[src/sv/gdsp_pkg.sv]
`default_nettype none
package gdsp_pkg;
    localparam int NumServos    = 24;
    localparam int PayloadBytes = 128;
    localparam int ChW          = $clog2(NumServos);
    localparam int CntW         = $clog2(NumServos + 1);
    localparam int LenW         = $clog2(PayloadBytes);

    localparam logic [1:0] RegThreshold = 2'd0;
    localparam logic [1:0] RegPulseMin  = 2'd1;
    localparam logic [1:0] RegPulseMax  = 2'd2;
    localparam logic [1:0] RegTimeout   = 2'd3;

    localparam logic [1:0] PhWs     = 2'd0;
    localparam logic [1:0] PhSign   = 2'd1;
    localparam logic [1:0] PhDigits = 2'd2;
    localparam logic [1:0] PhStop   = 2'd3;

    localparam logic [7:0] ChNewline = 8'h0A;
    localparam logic [7:0] ChComma   = 8'h2C;

    typedef struct packed {
        logic       req_type;
        logic [7:0] rx_byte;
    } t_in;

    typedef struct packed {
        logic [4:0]  channel;
        logic [11:0] pulse;
        logic        last;
    } t_out;

    // Controller to datapath.
    typedef struct packed {
        logic          load;
        logic          home;
        logic [ChW-1:0] idx;
        logic          start_div;
    } t_cmd;

    // Datapath to controller.
    typedef struct packed {
        logic run;
        logic home;
        logic div_done;
    } t_sts;

    function automatic logic is_ws(input logic [7:0] c);
        return (c == 8'h20) || (c >= 8'h09 && c <= 8'h0D);
    endfunction

    function automatic logic [7:0] hdr_char(input logic [2:0] p);
        logic [7:0] r;
        unique case (p)
            3'd0:    r = 8'h47;
            3'd1:    r = 8'h52;
            3'd2:    r = 8'h49;
            3'd3:    r = 8'h44;
            default: r = 8'h3A;
        endcase
        return r;
    endfunction
endpackage
`default_nettype wire

[src/sv/grid_depth_to_servo_pulse.sv]
`default_nettype none
// Parses "GRID:" text lines and millisecond ticks one transaction at a time. A byte or
// tick is accepted whenever no pulse run is in progress. A valid line with 24
// values, or a failsafe timeout tick, starts a run of 24 result transactions; each
// channel is computed by the 20-step serial divider of the interpolation and can be
// held by an output stall. Input is not accepted while a run is in progress.
module grid_depth_to_servo_pulse (
    input  wire logic            i_clk,
    input  wire logic            i_rst_n,
    input  wire logic            i_valid,
    output logic                 o_ready,
    input  wire gdsp_pkg::t_in   i_data,
    output logic                 o_valid,
    input  wire logic            i_ready,
    output gdsp_pkg::t_out       o_data,
    input  wire logic            i_cfg_we,
    input  wire logic [1:0]      i_cfg_idx,
    input  wire logic [15:0]     i_cfg_data
);
    import gdsp_pkg::*;

    t_cmd        cmd;
    t_sts        sts;
    logic [11:0] pulse;
    logic        idle, acc;

    assign acc = i_valid && o_ready;

    gdsp_datapath u_dp (
        .i_clk(i_clk), .i_rst_n(i_rst_n),
        .i_byte_valid(acc && !i_data.req_type),
        .i_tick_valid(acc && i_data.req_type),
        .i_byte(i_data.rx_byte),
        .i_cfg_we(i_cfg_we), .i_cfg_idx(i_cfg_idx), .i_cfg_data(i_cfg_data),
        .i_cmd(cmd), .o_sts(sts), .o_pulse(pulse)
    );

    gdsp_ctrl u_ctrl (
        .i_clk(i_clk), .i_rst_n(i_rst_n), .i_sts(sts), .i_pulse(pulse),
        .i_out_ready(i_ready), .o_cmd(cmd), .o_idle(idle),
        .o_out_valid(o_valid), .o_out(o_data)
    );

    assign o_ready = idle;

    a_no_accept_busy: assert property (@(posedge i_clk) disable iff (!i_rst_n)
        sts.run |=> !o_ready) else $error("input taken during run");
    a_last_chan: assert property (@(posedge i_clk) disable iff (!i_rst_n)
        o_valid && o_data.last |-> o_data.channel == 5'(NumServos - 1))
        else $error("last flag on wrong channel");
    a_idle_no_out: assert property (@(posedge i_clk) disable iff (!i_rst_n)
        o_ready && o_valid |-> o_data.last) else $error("output pending while idle");
endmodule
`default_nettype wire

[src/sv/gdsp_datapath.sv]
`default_nettype none
module gdsp_datapath (
    input  wire logic                 i_clk,
    input  wire logic                 i_rst_n,
    input  wire logic                 i_byte_valid,
    input  wire logic                 i_tick_valid,
    input  wire logic [7:0]           i_byte,
    input  wire logic                 i_cfg_we,
    input  wire logic [1:0]           i_cfg_idx,
    input  wire logic [15:0]          i_cfg_data,
    input  wire gdsp_pkg::t_cmd       i_cmd,
    output gdsp_pkg::t_sts            o_sts,
    output logic [11:0]               o_pulse
);
    import gdsp_pkg::*;

    logic [7:0]  r_thr;
    logic [11:0] r_pmin, r_pmax;
    logic [15:0] r_tmo;
    logic [2:0]  r_hpos;
    logic        r_rej;
    logic [8:0]  r_acc;
    logic        r_neg;
    logic [1:0]  r_ph;
    logic        r_nb;
    logic [CntW-1:0] r_cnt;
    logic [LenW-1:0] r_len;
    logic [15:0] r_ms;
    logic [7:0]  r_store [NumServos];

    logic [8:0]  n_acc;
    logic        n_neg;
    logic [1:0]  n_ph;
    logic        n_nb;
    logic        commit_now;
    logic [7:0]  commit_val;
    logic        line_ok, final_commit;
    logic        tok_clear;
    logic        pay_take;

    logic [3:0]  d10;
    logic        is_dig;
    logic [12:0] acc10;

    assign d10    = 4'(i_byte - 8'h30);
    assign is_dig = (i_byte >= 8'h30) && (i_byte <= 8'h39);
    assign acc10  = {r_acc, 3'b0} + {3'b0, r_acc, 1'b0} + {9'd0, d10};

    assign commit_val = (r_ph == PhDigits && !r_neg) ?
                        ((r_acc > 9'd255) ? 8'd255 : r_acc[7:0]) : 8'd0;

    assign pay_take = i_byte_valid && i_byte != ChNewline && !r_rej && r_hpos == 3'd5
                      && r_len != LenW'(PayloadBytes - 1)
                      && !(r_len == '0 && is_ws(i_byte));

    // Token parser next state.
    always_comb begin
        n_acc = r_acc;
        n_neg = r_neg;
        n_ph  = r_ph;
        n_nb  = 1'b1;
        commit_now = 1'b0;
        tok_clear  = 1'b0;
        if (i_byte == ChComma) begin
            commit_now = r_nb;
            tok_clear  = 1'b1;
        end else begin
            unique case (r_ph)
                PhWs: begin
                    if (is_ws(i_byte)) begin
                        n_ph = PhWs;
                    end else if (i_byte == 8'h2B || i_byte == 8'h2D) begin
                        n_neg = (i_byte == 8'h2D);
                        n_ph  = PhSign;
                    end else if (is_dig) begin
                        n_acc = {5'd0, d10};
                        n_ph  = PhDigits;
                    end else begin
                        n_ph = PhStop;
                    end
                end
                PhSign: begin
                    if (is_dig) begin
                        n_acc = {5'd0, d10};
                        n_ph  = PhDigits;
                    end else begin
                        n_ph = PhStop;
                    end
                end
                PhDigits: begin
                    if (is_dig) begin
                        n_acc = (acc10 > 13'd256) ? 9'd256 : acc10[8:0];
                    end else begin
                        n_ph = PhStop;
                    end
                end
                default: n_ph = PhStop;
            endcase
        end
    end

    assign final_commit = !r_rej && r_hpos == 3'd5 && r_nb && r_ph != PhWs;
    assign line_ok = !r_rej && r_hpos == 3'd5 &&
                     ((final_commit && r_cnt < CntW'(NumServos)) ? (r_cnt + 1'b1)
                                                                 : r_cnt) == CntW'(NumServos);

    always_ff @(posedge i_clk) begin
        if (!i_rst_n) begin
            r_thr <= 8'd20;
            r_pmin <= 12'd250;
            r_pmax <= 12'd490;
            r_tmo <= 16'd2000;
            r_hpos <= '0; r_rej <= 1'b0; r_acc <= '0; r_neg <= 1'b0;
            r_ph <= PhWs; r_nb <= 1'b0; r_cnt <= '0; r_len <= '0; r_ms <= '0;
        end else begin
            if (i_cfg_we) begin
                unique case (i_cfg_idx)
                    RegThreshold: r_thr  <= i_cfg_data[7:0];
                    RegPulseMin:  r_pmin <= i_cfg_data[11:0];
                    RegPulseMax:  r_pmax <= i_cfg_data[11:0];
                    default:      r_tmo  <= i_cfg_data;
                endcase
            end
            if (i_tick_valid) begin
                if (r_ms >= r_tmo) r_ms <= '0;
                else r_ms <= r_ms + 16'd1;
            end else if (i_byte_valid) begin
                if (i_byte == ChNewline) begin
                    if (line_ok) r_ms <= '0;
                    r_hpos <= '0; r_rej <= 1'b0; r_cnt <= '0; r_len <= '0;
                    r_acc <= '0; r_neg <= 1'b0; r_ph <= PhWs; r_nb <= 1'b0;
                end else if (!r_rej && r_hpos != 3'd5) begin
                    if (!(r_hpos == 3'd0 && is_ws(i_byte))) begin
                        if (i_byte == hdr_char(r_hpos)) r_hpos <= r_hpos + 3'd1;
                        else r_rej <= 1'b1;
                    end
                end else if (pay_take) begin
                    r_len <= r_len + 1'b1;
                    if (commit_now && r_cnt < CntW'(NumServos)) r_cnt <= r_cnt + 1'b1;
                    if (tok_clear) begin
                        r_acc <= '0; r_neg <= 1'b0; r_ph <= PhWs; r_nb <= 1'b0;
                    end else begin
                        r_acc <= n_acc; r_neg <= n_neg; r_ph <= n_ph; r_nb <= n_nb;
                    end
                end
            end
        end
    end

    // Value store, written as each value is committed; a timeout run can read it before any write.
    always_ff @(posedge i_clk) begin
        if (i_byte_valid && r_cnt < CntW'(NumServos) &&
            ((pay_take && commit_now) ||
             (i_byte == ChNewline && final_commit))) begin
            r_store[r_cnt[ChW-1:0]] <= commit_val;
        end
    end

    assign o_sts.run  = i_byte_valid && i_byte == ChNewline && line_ok;
    assign o_sts.home = i_tick_valid && r_ms >= r_tmo;

    // Per-channel interpolation with a restoring divider.
    logic [7:0]  r_v;
    logic        r_lo, r_hm, r_full, r_inv;
    logic [19:0] r_num;
    logic [11:0] r_q;
    logic [8:0]  r_rem;
    logic [4:0]  r_bit;
    logic        r_busy;
    logic [11:0] span_p;
    logic [7:0]  span;
    logic [9:0]  trial;
    logic [11:0] pulse_c;

    assign span   = 8'd255 - r_thr;
    assign span_p = (r_pmax >= r_pmin) ? (r_pmax - r_pmin) : (r_pmin - r_pmax);
    assign trial  = {r_rem, r_num[19]} - {2'b0, span};

    always_ff @(posedge i_clk) begin
        if (i_cmd.load) r_v <= r_store[i_cmd.idx];
    end

    // The finished quotient holds until the next start, so done stays up
    // while the controller waits for the output register.
    always_ff @(posedge i_clk) begin
        if (!i_rst_n) begin
            r_busy <= 1'b0;
            r_bit  <= '0;
        end else if (i_cmd.start_div) begin
            r_busy <= 1'b1;
            r_bit  <= 5'd20;
            r_hm   <= i_cmd.home;
            r_lo   <= r_v < r_thr;
            r_full <= r_thr == 8'd255;
            r_inv  <= r_pmax < r_pmin;
            r_num  <= 20'(r_v - r_thr) * 20'(span_p);
            r_rem  <= '0;
            r_q    <= '0;
        end else if (r_busy && r_bit != 5'd0) begin
            r_bit <= r_bit - 5'd1;
            r_num <= {r_num[18:0], 1'b0};
            if (!trial[9]) begin
                r_rem <= trial[8:0];
                r_q   <= {r_q[10:0], 1'b1};
            end else begin
                r_rem <= {r_rem[7:0], r_num[19]};
                r_q   <= {r_q[10:0], 1'b0};
            end
        end
    end

    assign o_sts.div_done = r_busy && r_bit == 5'd0;

    always_comb begin
        if (r_hm || r_lo) pulse_c = r_pmin;
        else if (r_full) pulse_c = r_pmax;
        else if (r_inv) pulse_c = r_pmin - r_q;
        else pulse_c = r_pmin + r_q;
    end
    assign o_pulse = pulse_c;
endmodule
`default_nettype wire

[src/sv/gdsp_ctrl.sv]
`default_nettype none
module gdsp_ctrl (
    input  wire logic           i_clk,
    input  wire logic           i_rst_n,
    input  wire gdsp_pkg::t_sts i_sts,
    input  wire logic [11:0]    i_pulse,
    input  wire logic           i_out_ready,
    output gdsp_pkg::t_cmd      o_cmd,
    output logic                o_idle,
    output logic                o_out_valid,
    output gdsp_pkg::t_out      o_out
);
    import gdsp_pkg::*;

    typedef enum logic [4:0] {
        S_IDLE = 5'b00001,
        S_LOAD = 5'b00010,
        S_DIV  = 5'b00100,
        S_WAIT = 5'b01000,
        S_OUT  = 5'b10000
    } t_state;

    t_state r_state, n_state;
    logic [ChW-1:0] r_idx;
    logic           r_home;
    t_out           r_out;
    logic           r_ov;

    always_comb begin
        n_state = r_state;
        o_cmd.load = 1'b0;
        o_cmd.start_div = 1'b0;
        o_cmd.home = r_home;
        o_cmd.idx = r_idx;
        unique case (r_state)
            S_IDLE: if (i_sts.run || i_sts.home) n_state = S_LOAD;
            S_LOAD: begin
                o_cmd.load = 1'b1;
                n_state = S_DIV;
            end
            S_DIV: begin
                o_cmd.start_div = 1'b1;
                n_state = S_WAIT;
            end
            S_WAIT: if (i_sts.div_done && (!r_ov || i_out_ready)) n_state = S_OUT;
            default: begin
                if (r_idx == ChW'(NumServos - 1)) n_state = S_IDLE;
                else n_state = S_LOAD;
            end
        endcase
    end

    always_ff @(posedge i_clk) begin
        if (!i_rst_n) begin
            r_state <= S_IDLE;
            r_idx   <= '0;
            r_home  <= 1'b0;
            r_ov    <= 1'b0;
        end else begin
            r_state <= n_state;
            if (r_state == S_IDLE) begin
                r_idx  <= '0;
                r_home <= i_sts.home;
            end
            if (r_state == S_OUT) r_idx <= r_idx + 1'b1;
            if (r_state == S_WAIT && n_state == S_OUT) r_ov <= 1'b1;
            else if (i_out_ready) r_ov <= 1'b0;
        end
    end

    always_ff @(posedge i_clk) begin
        if (r_state == S_WAIT && n_state == S_OUT) begin
            r_out.channel <= 5'(r_idx);
            r_out.pulse   <= i_pulse;
            r_out.last    <= r_idx == ChW'(NumServos - 1);
        end
    end

    assign o_idle      = r_state == S_IDLE;
    assign o_out_valid = r_ov;
    assign o_out       = r_out;
endmodule
`default_nettype wire
[config.mk]
export PLATFORM = sky130hd
export DESIGN_NAME = grid_depth_to_servo_pulse
export DESIGN_NICKNAME = d
export VERILOG_FILES = /design/src/sv/gdsp_pkg.sv /design/src/sv/grid_depth_to_servo_pulse.sv /design/src/sv/gdsp_datapath.sv /design/src/sv/gdsp_ctrl.sv
export SDC_FILE = /design/constraint.sdc
export NUM_CORES = 1
export LEC_CHECK = 0
export BUFFER_PORTS_ARGS = -buffer_cell sky130_fd_sc_hd__buf_2
export CORE_AREA = 2 2 207 209
export CTS_CLUSTER_SIZE = 24
export DETAILED_ROUTE_END_ITERATION = 8
export DIE_AREA = 0 0 209 211
export PLACE_DENSITY = 0.74
export SYNTH_ARGS = -nofsm -noshare
export SYNTH_HDL_FRONTEND = slang
export SYNTH_SLANG_ARGS = --single-unit
[constraint.sdc]
create_clock -name i_clk -period 6.87 [get_ports i_clk]
set_input_delay 0 -clock i_clk [delete_from_list [all_inputs] [get_ports i_clk]]
set_output_delay 0 -clock i_clk [all_outputs]
set_load 0.005 [all_outputs]
==> metrics.txt, run 1 <==
# TYPE chip_impl_metric gauge
chip_impl_info{name="run_status",value="complete, but fails checks"} 1
chip_impl_info{name="failed_checks",value="setup timing"} 1
chip_impl_metric{name="timing.critical_path.slowest_cell_delay",unit="ns"} 0.59
chip_impl_metric{name="postSynthRegisterBits",unit=""} 374
chip_impl_info{name="critical_path.reg2reg.endpoint",value="u_dp.r_num[19]$_DFFE_PP_"} 1
chip_impl_metric{name="setup-violations-final",unit=""} 4
chip_impl_metric{name="clock-sinks",unit=""} 374
chip_impl_metric{name="via_count_of_the_first_global_routing_pass",unit=""} 16900
chip_impl_metric{name="num-nets-final",unit=""} 2596
chip_impl_metric{name="reg2reg_setup_slack",unit="ns"} -0.30
chip_impl_metric{name="core",unit="um2"} 41800
chip_impl_info{name="startpoint_type",value="register"} 1
chip_impl_metric{name="final_layout_size_suffix_gt1_frac",unit=""} 0.192
chip_impl_metric{name="dp_hpwl",unit="mm"} 39.3
chip_impl_metric{name="clock_share_of_power",unit=""} 0.178
chip_impl_info{name="crit_top_cell",value="sky130_fd_sc_hd__fa_1"} 1
chip_impl_metric{name="worstMarginPinSlew",unit="ns"} 1.30
chip_impl_metric{name="clock_tree.buffer_depth",unit=""} 3
chip_impl_info{name="endpoint_kind",value="register"} 1
chip_impl_info{name="holdCritStartpoint",value="i_data[8]"} 1
chip_impl_metric{name="design_power_total",unit="mW"} 12.7
chip_impl_metric{name="cap_violations",unit=""} 0
chip_impl_metric{name="synth_cell_type_count",unit=""} 83
chip_impl_metric{name="post_layout_worst_setup_margin",unit="ns"} -0.304
chip_impl_metric{name="global_route.overflow_total",unit=""} 0
chip_impl_info{name="critical-path-slowest-cell",value="sky130_fd_sc_hd__fa_1"} 1
chip_impl_metric{name="fp.dieH",unit="um"} 211
chip_impl_info{name="hold_path_end",value="u_ctrl.r_state[1]$_SDFF_PN0_"} 1
chip_impl_metric{name="cellLeakagePower",unit="nW"} 11.2
chip_impl_metric{name="required",unit="ns"} 7.17
chip_impl_info{name="grt_setup_unrepaired",value="yes"} 1
chip_impl_metric{name="finalHoldViolations",unit=""} 0
chip_impl_info{name="worst-setup-path-type",value="reg -> reg"} 1
chip_impl_metric{name="hold-path-cell-count",unit=""} 4
chip_impl_metric{name="number_of_buffers_added_by_the_clock_tree_synthesis_step",unit=""} 41
chip_impl_metric{name="grt_antenna_before_repair",unit=""} 4
chip_impl_metric{name="mappedNetlistNets",unit=""} 2375
chip_impl_metric{name="worst-endpoint-arrival",unit="ns"} 7.48
chip_impl_metric{name="synth_enable_flop_cells",unit=""} 263
chip_impl_metric{name="grt_max_degree",unit=""} 54
chip_impl_metric{name="path_max_fanout",unit=""} 5
chip_impl_metric{name="synth_xor_xnor_area_share",unit=""} 0.0276
chip_impl_info{name="clk_root_buffer_cell",value="sky130_fd_sc_hd__clkbuf_16"} 1
chip_impl_metric{name="simple_gate_area_share_of_the_yosys_netlist",unit=""} 0.133
chip_impl_metric{name="power_switching_share",unit=""} 0.392
chip_impl_info{name="clock_tree_from_tritoncts",value="built"} 1
chip_impl_info{name="kind_of_path_behind_the_tightest_hold_check",value="in -> reg"} 1
chip_impl_metric{name="power.internal",unit="mW"} 7.73
chip_impl_metric{name="multi_input_area",unit="um2"} 11800
chip_impl_metric{name="floorplan.initialDensity",unit=""} 0.545
chip_impl_metric{name="routed_wirelength",unit="mm"} 54.5
chip_impl_metric{name="timing.setup.tns",unit="ns"} -0.759
chip_impl_metric{name="clk_latency",unit="ns"} 0.56
chip_impl_metric{name="final_antenna_net_count",unit=""} 0
chip_impl_metric{name="ctsHtreeMaxLevel",unit=""} 2
chip_impl_metric{name="buffer_ports.inserted",unit=""} 51
chip_impl_metric{name="wl_per_cell",unit="um"} 18.9
chip_impl_metric{name="synth-adder-area-share",unit=""} 0.171
chip_impl_metric{name="finalWorstPathRequiredPeriod",unit="ns"} 7.17
chip_impl_metric{name="reg2reg_depth",unit=""} 30
chip_impl_metric{name="detail_route.vias_per_cell",unit=""} 5.65
chip_impl_metric{name="async_reset_ff_frac",unit=""} 0
chip_impl_metric{name="seq_power_share",unit=""} 0.190
chip_impl_metric{name="peakVddDrop",unit="V"} 0.00139
chip_impl_metric{name="die-area",unit="um2"} 44100
chip_impl_metric{name="initialDrtViolationCount",unit=""} 1185
chip_impl_metric{name="worst_slew_margin_rel",unit=""} 0.123
chip_impl_metric{name="first_pass_grt_wire_length",unit="mm"} 88.5
chip_impl_metric{name="post_synth_instance_area",unit="um2"} 22700
chip_impl_metric{name="grt_usage",unit=""} 0.255
chip_impl_metric{name="min_period_over_period",unit=""} 1.04
chip_impl_metric{name="io_pins",unit=""} 52
chip_impl_metric{name="die_width",unit="um"} 209
chip_impl_metric{name="detail_route.drc_violations",unit=""} 0
chip_impl_metric{name="finalClockSkew",unit="ns"} 0.0177
chip_impl_metric{name="cts.reportedPaths.clkPinSlew",unit="ns"} 0.07
chip_impl_info{name="rr_startpoint",value="u_dp.r_pmax[0]$_SDFFE_PN0P_"} 1
chip_impl_metric{name="max_freq",unit="MHz"} 139
chip_impl_info{name="most_used_dff_post_synth",value="sky130_fd_sc_hd__edfxtp_1"} 1
chip_impl_metric{name="power-per-cell-area",unit="nW/um2"} 474
chip_impl_metric{name="placement_rows",unit=""} 75
chip_impl_metric{name="slew_viol_final",unit=""} 0
chip_impl_metric{name="post_synth.cell_area_avg",unit="um2"} 10.8
chip_impl_metric{name="regArea",unit="um2"} 10100
chip_impl_metric{name="yosysWarningCount",unit=""} 0
chip_impl_metric{name="switchingPower",unit="mW"} 4.98
chip_impl_metric{name="syn_to_final_growth",unit="%"} 17.8
chip_impl_info{name="synth_top_family_by_area",value="adder cells"} 1
chip_impl_metric{name="routed-via-count",unit=""} 16300
chip_impl_metric{name="syn_inst",unit=""} 2098
chip_impl_metric{name="drt_first_pass_iters",unit=""} 7
chip_impl_metric{name="power.combinational.fraction",unit=""} 0.632
chip_impl_metric{name="synth-compound-area-share",unit=""} 0.0991
chip_impl_metric{name="fillCellCount",unit=""} 3117
chip_impl_metric{name="synth_mux_area_frac",unit=""} 0.0683
chip_impl_metric{name="gpl_wtd_cong",unit=""} 0.876
chip_impl_metric{name="yosysSeqAreaShare",unit=""} 0.445
==> stage by stage <==
step | worst slack, ns | area (um2) | hold WS, ns | utilization | instances
6_report | -0.304 | 26800 | 0.0290 | 0.641 | 2887
4_1_cts | -0.154 | 26700 | 0.00395 | 0.638 | 2881
5_1_grt | -0.556 | 26800 | 0.0428 | 0.641 | 2887
3_5_place_dp | -0.454 | 24700 | 0.248 | 0.592 | 2771
3_3_place_gp | -0.304 | 24700 | 0.246 | 0.592 | 2771
2_1_floorplan | -0.156 | 22900 | 0.128 | - | 2098
==> registers in the layout (all words and copies together), names as in the netlist, 7 cells and up <==
register	cells
u_dp.r_q	12
u_dp.r_pmax	12
u_dp.r_tmo	16
u_dp.r_acc	9
u_dp.r_rem	9
u_dp.r_len	7
u_dp.r_v	8
u_dp.r_num	20
u_ctrl.o_out	18
u_dp.r_pmin	12
u_dp.r_store	192
u_dp.r_thr	8
u_dp.r_ms	16
==> kinds of logic (layout without fill, tap and decap cells) <==
family                   Yosys count  count (layout)
adder cells (fa/ha/maj)          245             245
AND/OR/NAND/NOR                  634             634
multiplexers                      83              83
AO/OA/AOI/OAI                    361             361
buffers and inverters            332             580
other                              0               2
flip-flops                       374             374
XOR/XNOR                          69              69
==> worst max-delay path by stage <==
| stage | from | to | slack, ns |
|---|---|---|---|
| final | u_dp.r_pmax[0]$_SDFFE_PN0P_ | u_dp.r_num[19]$_DFFE_PP_ | -0.30 |
| after global routing | u_dp.r_pmax[0]$_SDFFE_PN0P_ | u_dp.r_num[19]$_DFFE_PP_ | -0.56 |
| after CTS | u_dp.r_pmax[0]$_SDFFE_PN0P_ | u_dp.r_num[19]$_DFFE_PP_ | -0.15 |
| after detailed placement | u_dp.r_pmax[0]$_SDFFE_PN0P_ | u_dp.r_num[19]$_DFFE_PP_ | -0.45 |
| after global placement | u_dp.r_pmin[0]$_SDFFE_PN0P_ | u_dp.r_num[19]$_DFFE_PP_ | -0.30 |
| after floorplan | u_dp.r_pmax[4]$_SDFFE_PN0P_ | u_dp.r_num[19]$_DFFE_PP_ | -0.16 |
==> Yosys cell counts (all sizes together), types with 10 or more instances <==
| cell type | n | share of area |
|---|---|---|
| nand3b | 15 | 0.0050 |
| ha | 135 | 0.074 |
| o211ai | 27 | 0.0089 |
| a31oi | 10 | 0.0028 |
| buf | 13 | 0.0029 |
| dfxtp | 111 | 0.098 |
| a21oi | 141 | 0.031 |
| edfxtp | 263 | 0.35 |
| nor3b | 12 | 0.0040 |
| xnor2 | 44 | 0.017 |
| mux4 | 56 | 0.055 |
| o21ai | 75 | 0.017 |
| xor2 | 25 | 0.011 |
| o21a | 10 | 0.0033 |
| nand2 | 235 | 0.039 |
| a21o | 21 | 0.0069 |
| nand2b | 19 | 0.0052 |
| inv | 256 | 0.042 |
| and2 | 37 | 0.010 |
| fa | 110 | 0.097 |
| clkbuf | 63 | 0.010 |
| nor3 | 18 | 0.0040 |
| or3 | 12 | 0.0033 |
| nor4 | 12 | 0.0033 |
| nor2b | 30 | 0.0083 |
| mux2i | 23 | 0.011 |
| nor2 | 152 | 0.025 |
| and3 | 24 | 0.0067 |
| nand3 | 34 | 0.0075 |
==> cells in the final DEF (no fill, tap or decap), drive strengths merged, types with 10 or more instances in the layout <==
master / synthesis / final
o21a: 10 / 10
mux4: 56 / 56
dlygate4sd3: 0 / 27
o21ai: 75 / 75
and2: 37 / 37
o211ai: 27 / 27
clkinv: 0 / 11
nor2: 152 / 152
ha: 135 / 135
a21o: 21 / 21
inv: 256 / 258
mux2i: 23 / 23
dfxtp: 111 / 111
or3: 12 / 12
clkbuf: 63 / 50
xor2: 25 / 25
buf: 13 / 227
nand3b: 15 / 15
a21oi: 141 / 141
and3: 24 / 24
fa: 110 / 110
nor2b: 30 / 30
a31oi: 10 / 10
edfxtp: 263 / 263
nand2: 235 / 235
xnor2: 44 / 44
nor3: 18 / 18
nand3: 34 / 34
nor4: 12 / 12
nand2b: 19 / 19
nor3b: 12 / 12
==> routing by layer <==
metal  up-vias  global-route usage  routed length, um
li1       7727                   -                  -
met1      7995               0.311              21600
met2       465               0.463              28100
met3       113              0.0367               2950
met4         4              0.0882               1750
met5         -                   0                 21
==> critical path, delay by kind of cell (launching register included) <==
kind	cells	cell delay, ns
compound gates	7	1.20
mux	1	0.14
fa+ha+maj	8	3.25
buf+inv	7	0.60
flops	1	0.32
simple gates	7	1.40
==> what timing repair did <==
| item | CTS | global route |
|---|---|---|
| hold buffers | 27 | 0 |
| pin swaps | 25 | 27 |
| hold endpoints to repair | 57 | 0 |
| setup buffers | 14 | 4 |
| resized for setup | 46 | 31 |
| gates cloned | 0 | 0 |
| setup endpoints to repair | 7 | 7 |
==> final cells by class <==
cell class,count,share of cell area
clock inverter,20,0.0104
inverter,256,0.0360
timing repair buffer,254,0.0704
multi-input combinational,1392,0.439
tap,539,0.0252
clock buffer,50,0.0407
antenna,2,0.000187
sequential,374,0.378
==> power groups by stage <==
stage	combinational [mW]	sequential (mW)	clock, mW
6_report	8.03	2.41	2.26
5_1_grt	8.88	2.41	2.38
4_1_cts	7.70	2.41	2.29
3_5_place_dp	7.02	2.46	0
3_3_place_gp	6.76	2.46	0
2_1_floorplan	4.49	2.46	0
(Power assumes the default switching activity.)
==> run 2, diff against run 1 <==
Settings changed: BUFFER_PORTS_ARGS -buffer_cell sky130_fd_sc_hd__buf_2 to -buffer_cell sky130_fd_sc_hd__buf_4, REMOVE_ABC_BUFFERS set to 1.
==> run 2 against run 1 <==
Net effect: the run still ends with setup timing left; final area is 2.3% higher; register-to-register slack gained 0.08 ns; non-clock buffer count grew 38; sequential share of layout area down 0.81 points; sequential power is essentially flat; first-iteration DRC count up 5.1%; die area unchanged; setup slack gained 0.079 ns; count of clock-buffer cells in the layout fell by 7; via count grew 4.0%; critical path type unchanged.
==> metrics.txt, run 2 (same netlist as run 1, synthesis figures left out) <==
# TYPE chip_impl_metric gauge
chip_impl_info{name="run_status",value="complete, but fails checks"} 1
chip_impl_info{name="failed_checks",value="setup timing"} 1
chip_impl_metric{name="grt_usage",unit=""} 0.266
chip_impl_metric{name="first_pass_grt_wire_length",unit="mm"} 92.1
chip_impl_metric{name="hold-path-cell-count",unit=""} 6
chip_impl_metric{name="max_freq",unit="MHz"} 141
chip_impl_metric{name="whs",unit="ns"} 0.0315
chip_impl_info{name="grt_setup_unrepaired",value="yes"} 1
chip_impl_metric{name="drt_first_pass_iters",unit=""} 6
chip_impl_metric{name="reg2reg_depth",unit=""} 30
chip_impl_metric{name="global_route.overflow_total",unit=""} 0
chip_impl_metric{name="via_count_of_the_first_global_routing_pass",unit=""} 17700
chip_impl_metric{name="gpl_wtd_cong",unit=""} 0.899
chip_impl_metric{name="power.internal",unit="mW"} 7.74
chip_impl_metric{name="io_pins",unit=""} 52
chip_impl_metric{name="grt_max_degree",unit=""} 42
chip_impl_metric{name="design_power_total",unit="mW"} 12.7
chip_impl_metric{name="post_layout_worst_setup_margin",unit="ns"} -0.225
chip_impl_metric{name="die_width",unit="um"} 209
chip_impl_metric{name="finalClockSkew",unit="ns"} 0.0221
chip_impl_info{name="clk_root_buffer_cell",value="sky130_fd_sc_hd__clkbuf_16"} 1
chip_impl_metric{name="clock_share_of_power",unit=""} 0.174
chip_impl_metric{name="required",unit="ns"} 7.16
chip_impl_metric{name="cap_violations",unit=""} 0
chip_impl_metric{name="cts.reportedPaths.clkPinSlew",unit="ns"} 0.06
chip_impl_info{name="kind_of_path_behind_the_tightest_hold_check",value="in -> reg"} 1
chip_impl_metric{name="routed_wirelength",unit="mm"} 56.9
chip_impl_metric{name="routed-via-count",unit=""} 17000
chip_impl_info{name="rr_startpoint",value="u_dp.r_pmax[0]$_SDFFE_PN0P_"} 1
chip_impl_metric{name="core",unit="um2"} 41800
chip_impl_metric{name="path_max_fanout",unit=""} 7
chip_impl_metric{name="syn_to_final_growth",unit="%"} 20.5
chip_impl_metric{name="ctsHtreeMaxLevel",unit=""} 2
chip_impl_metric{name="fp.dieH",unit="um"} 211
chip_impl_info{name="crit_top_cell",value="sky130_fd_sc_hd__fa_1"} 1
chip_impl_metric{name="cellLeakagePower",unit="nW"} 11.4
chip_impl_info{name="holdCritStartpoint",value="i_data[8]"} 1
chip_impl_metric{name="power_switching_share",unit=""} 0.392
chip_impl_metric{name="number_of_buffers_added_by_the_clock_tree_synthesis_step",unit=""} 40
chip_impl_info{name="timing.critical_path.max_delay_family",value="adder cells"} 1
chip_impl_info{name="endpoint_kind",value="register"} 1
chip_impl_info{name="worst-setup-path-type",value="reg -> reg"} 1
chip_impl_metric{name="largest_register_ff_count",unit=""} 192
chip_impl_metric{name="detail_route.drc_violations",unit=""} 0
chip_impl_metric{name="timing.critical_path.slowest_cell_delay",unit="ns"} 0.59
chip_impl_metric{name="reg2reg_setup_slack",unit="ns"} -0.23
chip_impl_info{name="critical_path.reg2reg.endpoint",value="u_dp.r_num[19]$_DFFE_PP_"} 1
chip_impl_metric{name="timing.setup.tns",unit="ns"} -0.409
chip_impl_metric{name="dp_hpwl",unit="mm"} 39.4
chip_impl_metric{name="final_antenna_net_count",unit=""} 0
chip_impl_metric{name="grt_antenna_before_repair",unit=""} 0
chip_impl_metric{name="insertedDiodeCount",unit=""} 0
chip_impl_metric{name="clock-sinks",unit=""} 374
chip_impl_metric{name="floorplan.initialDensity",unit=""} 0.545
chip_impl_metric{name="clock_tree.buffer_depth",unit=""} 3
chip_impl_info{name="layout.cells.most_common_list",value="sky130_fd_sc_hd__edfxtp_1, sky130_fd_sc_hd__buf_4, sky130_fd_sc_hd__inv_1, sky130_fd_sc_hd__nand2_1, sky130_fd_sc_hd__nor2_1"} 1
chip_impl_info{name="mostFrequentLayoutCell",value="sky130_fd_sc_hd__edfxtp_1"} 1
chip_impl_info{name="startpoint_type",value="register"} 1
chip_impl_metric{name="power-per-cell-area",unit="nW/um2"} 464
chip_impl_metric{name="placement_rows",unit=""} 75
chip_impl_info{name="hold_path_end",value="u_dp.r_hpos[1]$_SDFFE_PN0P_"} 1
chip_impl_metric{name="clk_latency",unit="ns"} 0.58
chip_impl_metric{name="setup-violations-final",unit=""} 4
chip_impl_metric{name="wl_per_cell",unit="um"} 19.5
chip_impl_metric{name="dpl-instance-area",unit="um2"} 24900
chip_impl_metric{name="cp.buffers_inverters",unit=""} 7
chip_impl_metric{name="min_period_over_period",unit=""} 1.03
chip_impl_metric{name="final_cell_count_no_fill",unit=""} 2924
chip_impl_metric{name="switchingPower",unit="mW"} 4.99
chip_impl_metric{name="power.combinational.fraction",unit=""} 0.636
chip_impl_metric{name="buffer_ports.inserted",unit=""} 51
chip_impl_info{name="clock_tree_from_tritoncts",value="built"} 1
chip_impl_metric{name="worstMarginPinSlew",unit="ns"} 1.20
chip_impl_metric{name="placedCellCount",unit=""} 2785
chip_impl_info{name="critical-path-slowest-cell",value="sky130_fd_sc_hd__fa_2"} 1
chip_impl_metric{name="final_layout_size_suffix_gt1_frac",unit=""} 0.220
chip_impl_metric{name="worst-endpoint-arrival",unit="ns"} 7.39
chip_impl_metric{name="worst_slew_margin_rel",unit=""} 0.196
chip_impl_metric{name="seq_power_share",unit=""} 0.190
chip_impl_metric{name="finalHoldViolations",unit=""} 0
chip_impl_metric{name="num-nets-final",unit=""} 2633
chip_impl_metric{name="slew_viol_final",unit=""} 0
chip_impl_metric{name="peakVddDrop",unit="V"} 0.00107
chip_impl_metric{name="final_cell_area",unit="um2"} 27400
chip_impl_metric{name="finalWorstPathRequiredPeriod",unit="ns"} 7.10
chip_impl_metric{name="detail_route.vias_per_cell",unit=""} 5.80
chip_impl_metric{name="initialDrtViolationCount",unit=""} 1246
chip_impl_metric{name="die-area",unit="um2"} 44100
run 2: worst max-delay path by stage:
stage,start,end,slack (ns),cells past startpoint
final,u_dp.r_pmax[0]$_SDFFE_PN0P_,u_dp.r_num[19]$_DFFE_PP_,-0.23,30
after global routing,u_dp.r_pmax[0]$_SDFFE_PN0P_,u_dp.r_num[19]$_DFFE_PP_,-0.49,28
after CTS,u_dp.r_pmin[0]$_SDFFE_PN0P_,u_dp.r_num[19]$_DFFE_PP_,-0.06,33
after detailed placement,u_dp.r_pmax[0]$_SDFFE_PN0P_,u_dp.r_num[19]$_DFFE_PP_,-0.71,28
after global placement,u_dp.r_pmax[0]$_SDFFE_PN0P_,u_dp.r_num[19]$_DFFE_PP_,-0.61,28
after floorplan,u_dp.r_pmax[0]$_SDFFE_PN0P_,u_dp.r_num[19]$_DFFE_PP_,-0.70,31
run 2: power groups by stage:
stage | combinational (mW) | clock [mW] | sequential, mW
after floorplan | 4.27 | 0 | 2.46
after global placement | 6.39 | 0 | 2.46
after CTS | 7.43 | 2.23 | 2.41
after global routing | 9.14 | 2.31 | 2.41
after detailed placement | 6.61 | 0 | 2.46
final | 8.10 | 2.21 | 2.41
run 2: area by class of cell:
class	instances	area [um2]
clock buffer	43	1040
clock inverter	28	294
fill	2991	14400
inverter	256	963
multi-input combinational	1392	11900
sequential	374	10100
tap	539	674
timing repair buffer	292	2330
run 2: worst reg2reg max path: cells and delay by family, from the launching register on:
family          cells  cell delay, ns
mux                 1            0.14
flops               1            0.32
simple gates        5            0.89
compound gates      8            1.46
buf+inv             7            0.67
xor+xnor            1            0.13
fa+ha+maj           8            3.19
run 2: per-stage QoR:
step,utilization,setup slack (ns)
after floorplan,-,-0.699
after global placement,0.595,-0.607
after detailed placement,0.595,-0.710
after CTS,0.651,-0.0606
after global routing,0.656,-0.487
final,0.656,-0.225
run 2: per-layer routing:
layer	global-route usage	vias to the layer above	wire [um]
li1	-	7817	-
met1	0.328	8446	22600
met2	0.484	579	29500
met3	0.0340	116	3110
met4	0.0929	0	1710
met5	0	-	0
run 2: timing repair:
action	CTS	global route
endpoints found under the hold margin	66	0
cloned	0	0
setup buffers	25	5
setup endpoints to repair	8	10
pin swaps	80	31
gates resized for setup	109	39
hold buffers	38	0
